--- src/hw/rtl/cbs_pkg.sv ---
`timescale 1ns / 1ps

package cbs_pkg;

   localparam int CELLS       = 15;
   localparam int LEVEL_W     = 16;
   localparam int CNT_W       = $clog2(CELLS + 1);
   localparam int BANK_W      = 5;
   localparam int QUEUE_DEPTH = 4;
   localparam int QPTR_W      = $clog2(QUEUE_DEPTH);
   localparam int QFILL_W     = $clog2(QUEUE_DEPTH + 1);
   localparam int REQ_DATA_W  = 24;
   localparam int RSP_DATA_W  = 32;

   // Third balance byte: cell 12 drives two bits, cell 14 is never packed.
   localparam logic [BANK_W-1:0] B3_CELL10 = 5'h01;
   localparam logic [BANK_W-1:0] B3_CELL11 = 5'h02;
   localparam logic [BANK_W-1:0] B3_CELL12 = 5'h0C;
   localparam logic [BANK_W-1:0] B3_CELL13 = 5'h10;

   typedef enum logic {
      KIND_CELL,
      KIND_LAST
   } cbs_kind_type;

   typedef struct packed {
      logic [LEVEL_W-1:0] level;
      logic               request;
      cbs_kind_type       kind;
   } cbs_item_type;

   // Queue head as seen by the back part.
   typedef struct packed {
      logic         valid;
      cbs_item_type item;
   } cbs_head_type;

   typedef enum logic {
      ST_LOAD,
      ST_RANK
   } cbs_state_type;

   function automatic logic [BANK_W-1:0] pack_bank_three(input logic [CELLS-1:0] mask);
      logic [BANK_W-1:0] bits;
      bits = '0;
      if (mask[10]) bits = bits | B3_CELL10;
      if (mask[11]) bits = bits | B3_CELL11;
      if (mask[12]) bits = bits | B3_CELL12;
      if (mask[13]) bits = bits | B3_CELL13;
      return bits;
   endfunction

endpackage

--- src/hw/rtl/cbs_front.sv ---
`timescale 1ns / 1ps

module cbs_front
   import cbs_pkg::*;
(
   input  logic                  clock,
   input  logic                  reset,
   input  logic                  req_tvalid,
   output logic                  req_tready,
   input  logic [REQ_DATA_W-1:0] req_tdata,  // cell_level[15:0], balance_request[16]
   input  logic                  req_tlast,  // last_cell
   output cbs_head_type          head,
   input  logic                  pop
);

   cbs_item_type       slots_ff [QUEUE_DEPTH];
   logic [QPTR_W-1:0]  wr_ptr_ff, wr_ptr_in;
   logic [QPTR_W-1:0]  rd_ptr_ff, rd_ptr_in;
   logic [QFILL_W-1:0] fill_ff, fill_in;
   cbs_item_type       item_in;
   logic               push;

   assign req_tready = (fill_ff != QFILL_W'(QUEUE_DEPTH));
   assign push       = req_tvalid && req_tready;

   always_comb begin
      item_in.level   = req_tdata[LEVEL_W-1:0];
      item_in.request = req_tdata[LEVEL_W];
      item_in.kind    = req_tlast ? KIND_LAST : KIND_CELL;
   end

   always_comb begin
      wr_ptr_in = wr_ptr_ff;
      rd_ptr_in = rd_ptr_ff;
      fill_in   = fill_ff;
      if (push) begin
         wr_ptr_in = (wr_ptr_ff == QPTR_W'(QUEUE_DEPTH - 1)) ? '0 : wr_ptr_ff + 1'b1;
      end
      if (pop) begin
         rd_ptr_in = (rd_ptr_ff == QPTR_W'(QUEUE_DEPTH - 1)) ? '0 : rd_ptr_ff + 1'b1;
      end
      if (push && !pop) begin
         fill_in = fill_ff + 1'b1;
      end else if (pop && !push) begin
         fill_in = fill_ff - 1'b1;
      end
   end

   always_ff @(posedge clock) begin
      if (reset) begin
         wr_ptr_ff <= '0;
         rd_ptr_ff <= '0;
         fill_ff   <= '0;
      end else begin
         wr_ptr_ff <= wr_ptr_in;
         rd_ptr_ff <= rd_ptr_in;
         fill_ff   <= fill_in;
      end
   end

   always_ff @(posedge clock) begin
      if (push) begin
         slots_ff[wr_ptr_ff] <= item_in;
      end
   end

   assign head.valid = (fill_ff != '0);
   assign head.item  = slots_ff[rd_ptr_ff];

   default disable iff (reset);

   a_fill_bound: assert property (@(posedge clock) fill_ff <= QFILL_W'(QUEUE_DEPTH))
      else $error("queue fill count above depth");

   a_no_pop_empty: assert property (@(posedge clock) pop |-> fill_ff != '0)
      else $error("pop from an empty queue");

   a_ptr_track: assert property (@(posedge clock)
      fill_ff == '0 || fill_ff == QFILL_W'(QUEUE_DEPTH) |-> wr_ptr_ff == rd_ptr_ff)
      else $error("queue pointers disagree with fill count");

endmodule

--- src/hw/rtl/cbs_back.sv ---
`timescale 1ns / 1ps

module cbs_back
   import cbs_pkg::*;
(
   input  logic                  clock,
   input  logic                  reset,
   input  cbs_head_type          head,
   output logic                  pop,
   output logic                  rsp_tvalid,
   input  logic                  rsp_tready,
   output logic [RSP_DATA_W-1:0] rsp_tdata
);

   cbs_state_type         state_ff, state_in;
   logic [LEVEL_W-1:0]    level_ff [CELLS];
   logic [CELLS-1:0]      request_ff, request_in;
   logic [CNT_W-1:0]      count_ff, count_in;
   logic                  rsp_valid_ff, rsp_valid_in;
   logic [RSP_DATA_W-1:0] rsp_data_ff, rsp_data_in;
   logic                  store;
   logic                  out_free;
   logic [CELLS-2:0]      left_wins;
   logic [CELLS-1:0]      drop_left, drop_right, mask;

   // Between neighbors, the lower index wins a tie.
   always_comb begin
      for (int c = 0; c < CELLS - 1; c++) begin
         left_wins[c] = (level_ff[c] >= level_ff[c+1]);
      end
      drop_left  = '0;
      drop_right = '0;
      for (int c = 1; c < CELLS; c++) begin
         drop_left[c] = request_ff[c-1] && left_wins[c-1];
      end
      for (int c = 0; c < CELLS - 1; c++) begin
         drop_right[c] = request_ff[c+1] && !left_wins[c];
      end
      mask = request_ff & ~drop_left & ~drop_right;
   end

   assign out_free = !rsp_valid_ff || rsp_tready;
   assign pop      = (state_ff == ST_LOAD) && head.valid;
   assign store    = pop && (count_ff < CNT_W'(CELLS));

   always_comb begin
      state_in     = state_ff;
      request_in   = request_ff;
      count_in     = count_ff;
      rsp_valid_in = rsp_valid_ff && !rsp_tready;
      rsp_data_in  = rsp_data_ff;
      case (state_ff)
         ST_LOAD: begin
            if (store) begin
               request_in[count_ff] = head.item.request;
               count_in             = count_ff + 1'b1;
            end
            if (pop && head.item.kind == KIND_LAST) begin
               state_in = ST_RANK;
            end
         end
         ST_RANK: begin
            if (out_free) begin
               rsp_valid_in = 1'b1;
               rsp_data_in  = {2'b00, pack_bank_three(mask), mask[9:5], mask[4:0], mask};
               request_in   = '0;
               count_in     = '0;
               state_in     = ST_LOAD;
            end
         end
         default: begin
            state_in = ST_LOAD;
         end
      endcase
   end

   always_ff @(posedge clock) begin
      if (reset) begin
         state_ff     <= ST_LOAD;
         request_ff   <= '0;
         count_ff     <= '0;
         rsp_valid_ff <= 1'b0;
      end else begin
         state_ff     <= state_in;
         request_ff   <= request_in;
         count_ff     <= count_in;
         rsp_valid_ff <= rsp_valid_in;
      end
   end

   // Levels of cells that were not loaded are never looked at: their request is clear.
   always_ff @(posedge clock) begin
      rsp_data_ff <= rsp_data_in;
      if (store) begin
         level_ff[count_ff] <= head.item.level;
      end
   end

   assign rsp_tvalid = rsp_valid_ff;
   assign rsp_tdata  = rsp_data_ff;

   default disable iff (reset);

   a_count_bound: assert property (@(posedge clock) count_ff <= CNT_W'(CELLS))
      else $error("load count above cell count");

   a_set_cleared: assert property (@(posedge clock)
      state_ff == ST_RANK && out_free |=> count_ff <= CNT_W'(1) && rsp_valid_ff)
      else $error("set not cleared after ranking");

   a_mask_subset: assert property (@(posedge clock)
      state_ff == ST_RANK && out_free |=>
         (rsp_data_ff[CELLS-1:0] & ~$past(request_ff)) == '0)
      else $error("enabled cell without a balance request");

   a_no_neighbors: assert property (@(posedge clock)
      rsp_valid_ff |-> (rsp_data_ff[CELLS-1:0] & (rsp_data_ff[CELLS-1:0] >> 1)) == '0)
      else $error("two adjacent cells enabled");

endmodule

--- src/hw/rtl/cell_balance_selector.sv ---
`timescale 1ns / 1ps
// Cell balance selector.
// The request channel carries one cell per request: level in tdata[15:0], balance
// request in tdata[16], and tlast on the final cell of a set. Cells fill slots 0 to 14
// in order; cells past the fifteenth are dropped, but their tlast still ends the set.
// Slots not loaded in a set hold no request; their levels are not cleared.
// On the end of a set one response carries the enabled mask and three 5-bit balance
// bytes; a requested cell is dropped when a requested neighbor outranks it (higher
// level, lower index on a tie). Requests that do not end a set give no response.
// A four-entry queue separates the request side from the ranking logic, so requests
// keep being taken while a response waits on a stalled receiver; ranking stalls
// when the output register is still full, and the queue then fills and drops tready.
// The last cell of a set waits in the queue behind any earlier requests, is popped into the
// load registers, and the ranking state then writes the response into the output register.
// Throughput: one cell per cycle when the queue is not full; no cell is popped in the
// ranking state that ends each set, in which the single compare stage ranks the stored neighbors.
// Reset clears the queue, the stored requests, the load count and the output valid.

module cell_balance_selector
   import cbs_pkg::*;
(
   input  logic                  clock,
   input  logic                  reset,
   input  logic                  req_tvalid,
   output logic                  req_tready,
   input  logic [REQ_DATA_W-1:0] req_tdata,  // cell_level[15:0], balance_request[16]
   input  logic                  req_tlast,  // last_cell
   output logic                  rsp_tvalid,
   input  logic                  rsp_tready,
   // enabled_mask[14:0], bank_one_bits[19:15], bank_two_bits[24:20], bank_three_bits[29:25]
   output logic [RSP_DATA_W-1:0] rsp_tdata
);

   cbs_head_type head;
   logic         pop;

   cbs_front u_front (
      .clock      (clock),
      .reset      (reset),
      .req_tvalid (req_tvalid),
      .req_tready (req_tready),
      .req_tdata  (req_tdata),
      .req_tlast  (req_tlast),
      .head       (head),
      .pop        (pop)
   );

   cbs_back u_back (
      .clock      (clock),
      .reset      (reset),
      .head       (head),
      .pop        (pop),
      .rsp_tvalid (rsp_tvalid),
      .rsp_tready (rsp_tready),
      .rsp_tdata  (rsp_tdata)
   );

endmodule
--- config.mk ---
export PLATFORM = sky130hd
export DESIGN_NAME = cell_balance_selector
export DESIGN_NICKNAME = d
export VERILOG_FILES = /design/src/hw/rtl/cbs_pkg.sv /design/src/hw/rtl/cbs_front.sv /design/src/hw/rtl/cbs_back.sv /design/src/hw/rtl/cell_balance_selector.sv
export SDC_FILE = /design/constraint.sdc
export NUM_CORES = 1
export LEC_CHECK = 0
export BUFFER_PORTS_ARGS = -buffer_cell sky130_fd_sc_hd__buf_2
export CORE_MARGIN = 5
export CORE_UTILIZATION = 62
export CTS_CLUSTER_SIZE = 14
export DETAILED_ROUTE_END_ITERATION = 16
export PLACE_DENSITY = 0.8
export SLEW_MARGIN = 0
export SYNTH_ARGS = -nofsm -noshare
export SYNTH_HDL_FRONTEND = slang
export SYNTH_HIERARCHICAL = 1
export SYNTH_SLANG_ARGS = --single-unit
--- constraint.sdc ---
create_clock -name clock -period 2.8 [get_ports clock]
set_input_delay 0.28 -clock clock [delete_from_list [all_inputs] [get_ports clock]]
set_output_delay 0.28 -clock clock [all_outputs]
set_load 0.02 [all_outputs]
==> out/qor.yml, run 1 <==
setup_path:
  cp_max_fo: 4
  worstSetupStartpointType: "flop"
  end_kind: "flop"
  required_ns: 3.25
  critPathArrivalTime_ns: 3.03
  critPathKind: "reg -> reg"
routing:
  postRouteAntennaNets: 0
  wl_per_cell_um: 19.9
  drc_errors: 0
  totalWireLength_um: 36600
  avgViaCountPerCell: 5.74
  drt_iter0_drc: 765
  first_pass_iters: 5
  vias: 10600
yosys:
  yosysWarnings: 6
  syn_area_um2: 17700
  avgSynthCellArea_um2: 13.1
  yosys.area.top_type: "edfxtp_1"
  synth_commonest_cells: "edfxtp_1 (328), inv_1 (245), ha_1 (234)"
  synth_edf_count: 328
  synth_most_common_cell: "edfxtp_1"
  synthTopCellsByArea: "edfxtp_1 (56%), ha_1 (17%), inv_1 (5.2%), dfxtp_1 (3.4%), mux4_2 (2.3%)"
  synth_top_area_share: 0.558
  ys_ff_latch: 358
  synth_seq_area_share: 0.592
  synth_cells: 1344
  synthArstFlopShare: 0
  yosysUniqueCellTypes: 64
  synthFlopType: "edfxtp_1"
global_routing:
  grt_max_degree: 20
  grt.total_usage: 0.235
  antenna_found_initial: 0
  globalRouteOverflowTotal: 0
  grt_pass1_wl_um: 57500
  grt_pass1_vias: 11100
sta:
  setup_viol: 0
  hold_viol: 0
  fin_crit_sh: 0.921
  clock_skew_ns: 0.0219
  maxSlewViolCount: 0
  min_period_ns: 2.58
  max_freq_mhz: 388
  fin_tns_setup_ns: 0
  grt_setup_unrepaired: "false"
  slew_headroom: 0.126
  worst_pin_slew_ns: 1.31
cells_and_area:
  drive_gt1_frac: 0.0973
  utilization: 0.703
  diodes: 0
  finalNonFillerCells: 1838
  ff_latch_area_um2: 10500
  nets: 1694
  fill_cells: 1870
  synthToLayoutAreaGrowth_pct: 11.2
  multi_input_area_um2: 6100
pwr:
  ir_worst_vdd_uv: 1140
  powerDensity_nw_per_um2: 758
  p_leak_nw: 8.35
clock_tree:
  clk_pin_slew_worst_paths_ns: 0.06
  clkLatencyLatePin_ns: 0.53
  cts_max_path_buffers: 3
  htreeDepth: 2
  cts_buffers: 38
  cts.sinks: 358
  postCtsSetupBuffers: 0
  cts_tree: "done"
  cts_root_buffer: "clkbuf_16"
placed_design:
  gp_congestion: 0.835
  dp.cells: 1750
  hpwl_um: 24500
  numPortBuffers: 53
floorplanning:
  start_util: 0.632
  die_w_um: 179
  pin_count: 63
  die-height_um: 179
  rows: 61
  die_area_um2: 32000
  placeableCoreArea_um2: 27900
outcome:
  outcome: "complete, no violations"
job:
  max-cap-violations: 0
hold_path:
  min_path_type: "in -> reg"
[where the power goes]
group / total (mW) / switching, mW / internal, mW
Combinational: 2.86 / 2.08 / 0.778
Sequential: 7.11 / 0.209 / 6.90
Clock: 4.93 / 2.02 / 2.91
[stage by stage]
step                hold WS (ns)  power [mW]  instance area [µm²]  worst slack, ns
global placement           0.478        9.90                18200            0.375
global route              0.0807        15.5                19600            0.154
CTS                       0.0408        15.0                19600            0.230
floorplan                  0.349        8.91                17700            0.219
finish                    0.0676        14.9                19600            0.220
detailed placement         0.495        10.0                18200            0.295
[cells in the final DEF (no fill, tap or decap), types with 7 or more instances in the layout]
cell,count
ha_1,234
edfxtp_1,328
clkbuf_1,12
nor3_1,7
o21ai_0,29
mux2i_1,18
clkbuf_16,38
nand2b_1,29
dfxtp_1,30
buf_2,53
o21a_1,7
inv_1,245
and3_1,15
nand2_1,54
nor2_1,47
and4_1,7
nand3_1,26
a2111o_1,7
dlygate4sd3_1,18
a21o_1,11
nor2b_1,8
nor4_1,9
a21oi_1,79
mux4_2,18
nand4_1,24
a2111oi_0,8
[area by class of cell]
type,count,area share
Sequential cell,358,0.532
Multi-Input combinational cell,713,0.311
Clock buffer,54,0.0535
Inverter,245,0.0468
Tap cell,378,0.0241
Timing Repair Buffer,74,0.0238
Clock inverter,16,0.00879
[layer usage]
layer  up-vias  track usage  part of all wire
li1       5062            -                 -
met1      5144        0.307              0.43
met2       281        0.407              0.49
met3        64       0.0327             0.047
met4         0       0.0771             0.029
met5         -            0                 0
[registers in the layout, summed over array words and instances (netlist names), named ones only]
signal,flops
u_front/rd_ptr_ff,2
u_front/slots_ff,72
u_back/rsp_tdata,16
u_back/rsp_tvalid,1
u_back/count_ff,4
u_back/level_ff,240
u_back/state_ff,1
u_back/request_ff,15
u_front/fill_ff,3
u_front/wr_ptr_ff,2
[final timing paths]
check,start,end,slack (ns),cells past startpoint
setup reg to reg,u_front/fill_ff[1],u_front/fill_ff[2],0.22,9
setup / recovery,u_front/fill_ff[1],u_front/fill_ff[2],0.22,9
hold / removal,req_tvalid,u_front/wr_ptr_ff[0],0.07,3
hold reg to reg,u_front/wr_ptr_ff[1],u_front/wr_ptr_ff[1],0.54,2
[timing repair]
action / in CTS / in global routing
hold buffers: 18 / 0
gates resized for setup: 0 / 0
endpoints found under the hold margin: 72 / 0
[critical path, cell delays in order (launching register included)]
cell and delay [ns]:
dfxtp_1 0.34, or3_2 0.50, nor2b_1 0.16, inv_1 0.09, ha_1 0.19, inv_1 0.08, fa_1 0.38, xor2_1 0.17
or3_2 0.43, a21oi_1 0.18
[cell families (layout without fill, tap and decap cells)]
kind of cell	count (synthesis)	after routing	share of synthesized area
flip-flops	358	358	0.592
other	1	2	0.000212
AO/OA/AOI/OAI	189	189	0.0701
AND/OR/NAND/NOR	246	246	0.0726
buffers and inverters	274	389	0.0630
XOR/XNOR	5	5	0.00248
multiplexers	36	36	0.0331
adder cells (fa/ha/maj)	235	235	0.167
(Power assumes the default switching activity.)
==> run 2: changes to the inputs <==
Settings changed: BUFFER_PORTS_ARGS -buffer_cell sky130_fd_sc_hd__buf_2 to unset, CORE_UTILIZATION 62 to 64, DONT_BUFFER_PORTS set to 1.
==> out/qor.yml, run 2 (synthesized netlist as in run 1, its figures left out) <==
outcome:
  outcome: "complete, no violations"
sta:
  setup_viol: 0
  maxSlewViolCount: 0
  hold_viol: 0
  layout_setup_ws_ns: 0.288
  worst_pin_slew_ns: 1.25
  fin_tns_setup_ns: 0
  slew_headroom: 0.170
  hold_ws_ns: 0.299
  fin_crit_sh: 0.897
  min_period_ns: 2.51
  max_freq_mhz: 398
  grt_setup_unrepaired: "false"
  clock_skew_ns: 0.0170
cells_and_area:
  nets: 1643
  drive_gt1_frac: 0.0625
  diodes: 0
  stdcell_area_um2: 19300
  max_flop_register: "u_back/level_ff"
  largest_reg_flops: 240
  synthToLayoutAreaGrowth_pct: 9.47
  layout_commonest_cell: "edfxtp_1"
  mostFrequentLayoutCells: "edfxtp_1 (328), inv_1 (245), ha_1 (234)"
placed_design:
  place_area_um2: 18000
  numPortBuffers: 0
  dp_slack_ns: 0.297
  gp_congestion: 0.856
  hpwl_um: 23700
global_routing:
  grt_pass1_wl_um: 56100
  grt.total_usage: 0.232
  antenna_found_initial: 0
  globalRouteOverflowTotal: 0
  grt_max_degree: 20
  grt_pass1_vias: 10800
routing:
  wl_per_cell_um: 19.8
  first_pass_iters: 5
  wl_met3_um: 1880
  postRouteAntennaNets: 0
  avgViaCountPerCell: 5.80
  vias: 10300
  totalWireLength_um: 35300
  drt_iter0_drc: 710
  drc_errors: 0
  route.met2.wl_um: 16800
  drt-met1-wl_um: 15400
  highest_layer: "met4"
job:
  max-cap-violations: 0
setup_path:
  required_ns: 3.25
  critPathKind: "reg -> reg"
  r2r_end: "u_front/fill_ff[2]"
  end_kind: "flop"
  r2r_slack_ns: 0.29
  critPathArrivalTime_ns: 2.96
  rr_worst_depth: 9
  worstReg2RegStart: "u_front/fill_ff[1]"
  worstSetupStartpointType: "flop"
  cp_max_fo: 4
pwr:
  clock_power_share: 0.322
  intPower_mw: 10.3
  powerDensity_nw_per_um2: 750
  p_sw_mw: 4.20
  p_seq_frac: 0.502
  combPwrFrac: 0.176
  p_leak_nw: 8.12
  swShare: 0.290
  ir_worst_vdd_uv: 710
floorplanning:
  placeableCoreArea_um2: 27100
  pin_count: 63
  start_util: 0.652
  die_w_um: 176
  rows: 60
  die-height_um: 176
  die_area_um2: 31000
clock_tree:
  postCtsSetupBuffers: 0
  clk_pin_slew_worst_paths_ns: 0.06
  cts_max_path_buffers: 3
  cts_root_buffer: "clkbuf_16"
  cts_buffers: 37
  cts_tree: "done"
  clkLatencyLatePin_ns: 0.53
  htreeDepth: 2
  cts.sinks: 358
hold_path:
  min_path_type: "in -> reg"
  whs_path_depth: 1
  min_from: "req_tvalid"
  hold_end: "u_front/slots_ff[3][1]"
[run 2: per-layer routing]
metal	up-vias	track usage
li1	4952	-
met1	4998	0.313
met2	292	0.387
met3	81	0.0377
met4	0	0.0793
met5	-	0
[run 2: worst max-delay path by stage]
stage / slack, ns / cells past startpoint / to / start
floorplan: 0.22 / 10 / u_front/fill_ff[2] / u_front/fill_ff[1]
global placement: 0.39 / 9 / u_front/fill_ff[2] / u_front/fill_ff[1]
detailed placement: 0.30 / 9 / u_front/fill_ff[2] / u_front/fill_ff[1]
CTS: 0.29 / 9 / u_front/fill_ff[2] / u_front/fill_ff[1]
global route: 0.17 / 9 / u_front/fill_ff[2] / u_front/fill_ff[1]
finish: 0.29 / 9 / u_front/fill_ff[2] / u_front/fill_ff[1]
[run 2: through the flow]
stage / utilization / cells / power (mW)
detailed placement: 0.663 / 1691 / 9.90
global placement: 0.663 / 1691 / 9.78
CTS: 0.714 / 1780 / 14.6
finish: 0.714 / 1780 / 14.5
global route: 0.714 / 1780 / 15.2
floorplan: - / 1345 / 8.91
[run 2: timing repair]
action / 4_1_cts / 5_1_grt
setup endpoints to repair: 0 / 0
hold buffers: 21 / 0
hold endpoints to repair: 83 / 0
resized for setup: 0 / 0
[run 2: layout make-up]
class,count,area [µm²]
fillers,1745,7760
clock buffers,54,1040
well taps,372,465
clock inverters,14,125
multi-input cells,713,6100
repair buffers,24,233
flip-flops and latches,358,10500
inverters,245,920
[run 2: critical path, cell delays in order (launching register included)]
cell,delay [ns]
dfxtp_1,0.34
or3_2,0.49
nor2b_1,0.16
inv_1,0.09
ha_1,0.20
inv_1,0.07
fa_1,0.38
xor2_1,0.16
or3_2,0.41
a21oi_1,0.14
[run 2: power groups by stage]
stage | clock, mW | sequential [mW] | combinational [mW]
finish | 4.67 | 7.27 | 2.55
floorplan | 0 | 7.21 | 1.70
global placement | 0 | 7.35 | 2.43
CTS | 4.76 | 7.27 | 2.57
detailed placement | 0 | 7.38 | 2.53
global route | 5.03 | 7.32 | 2.81
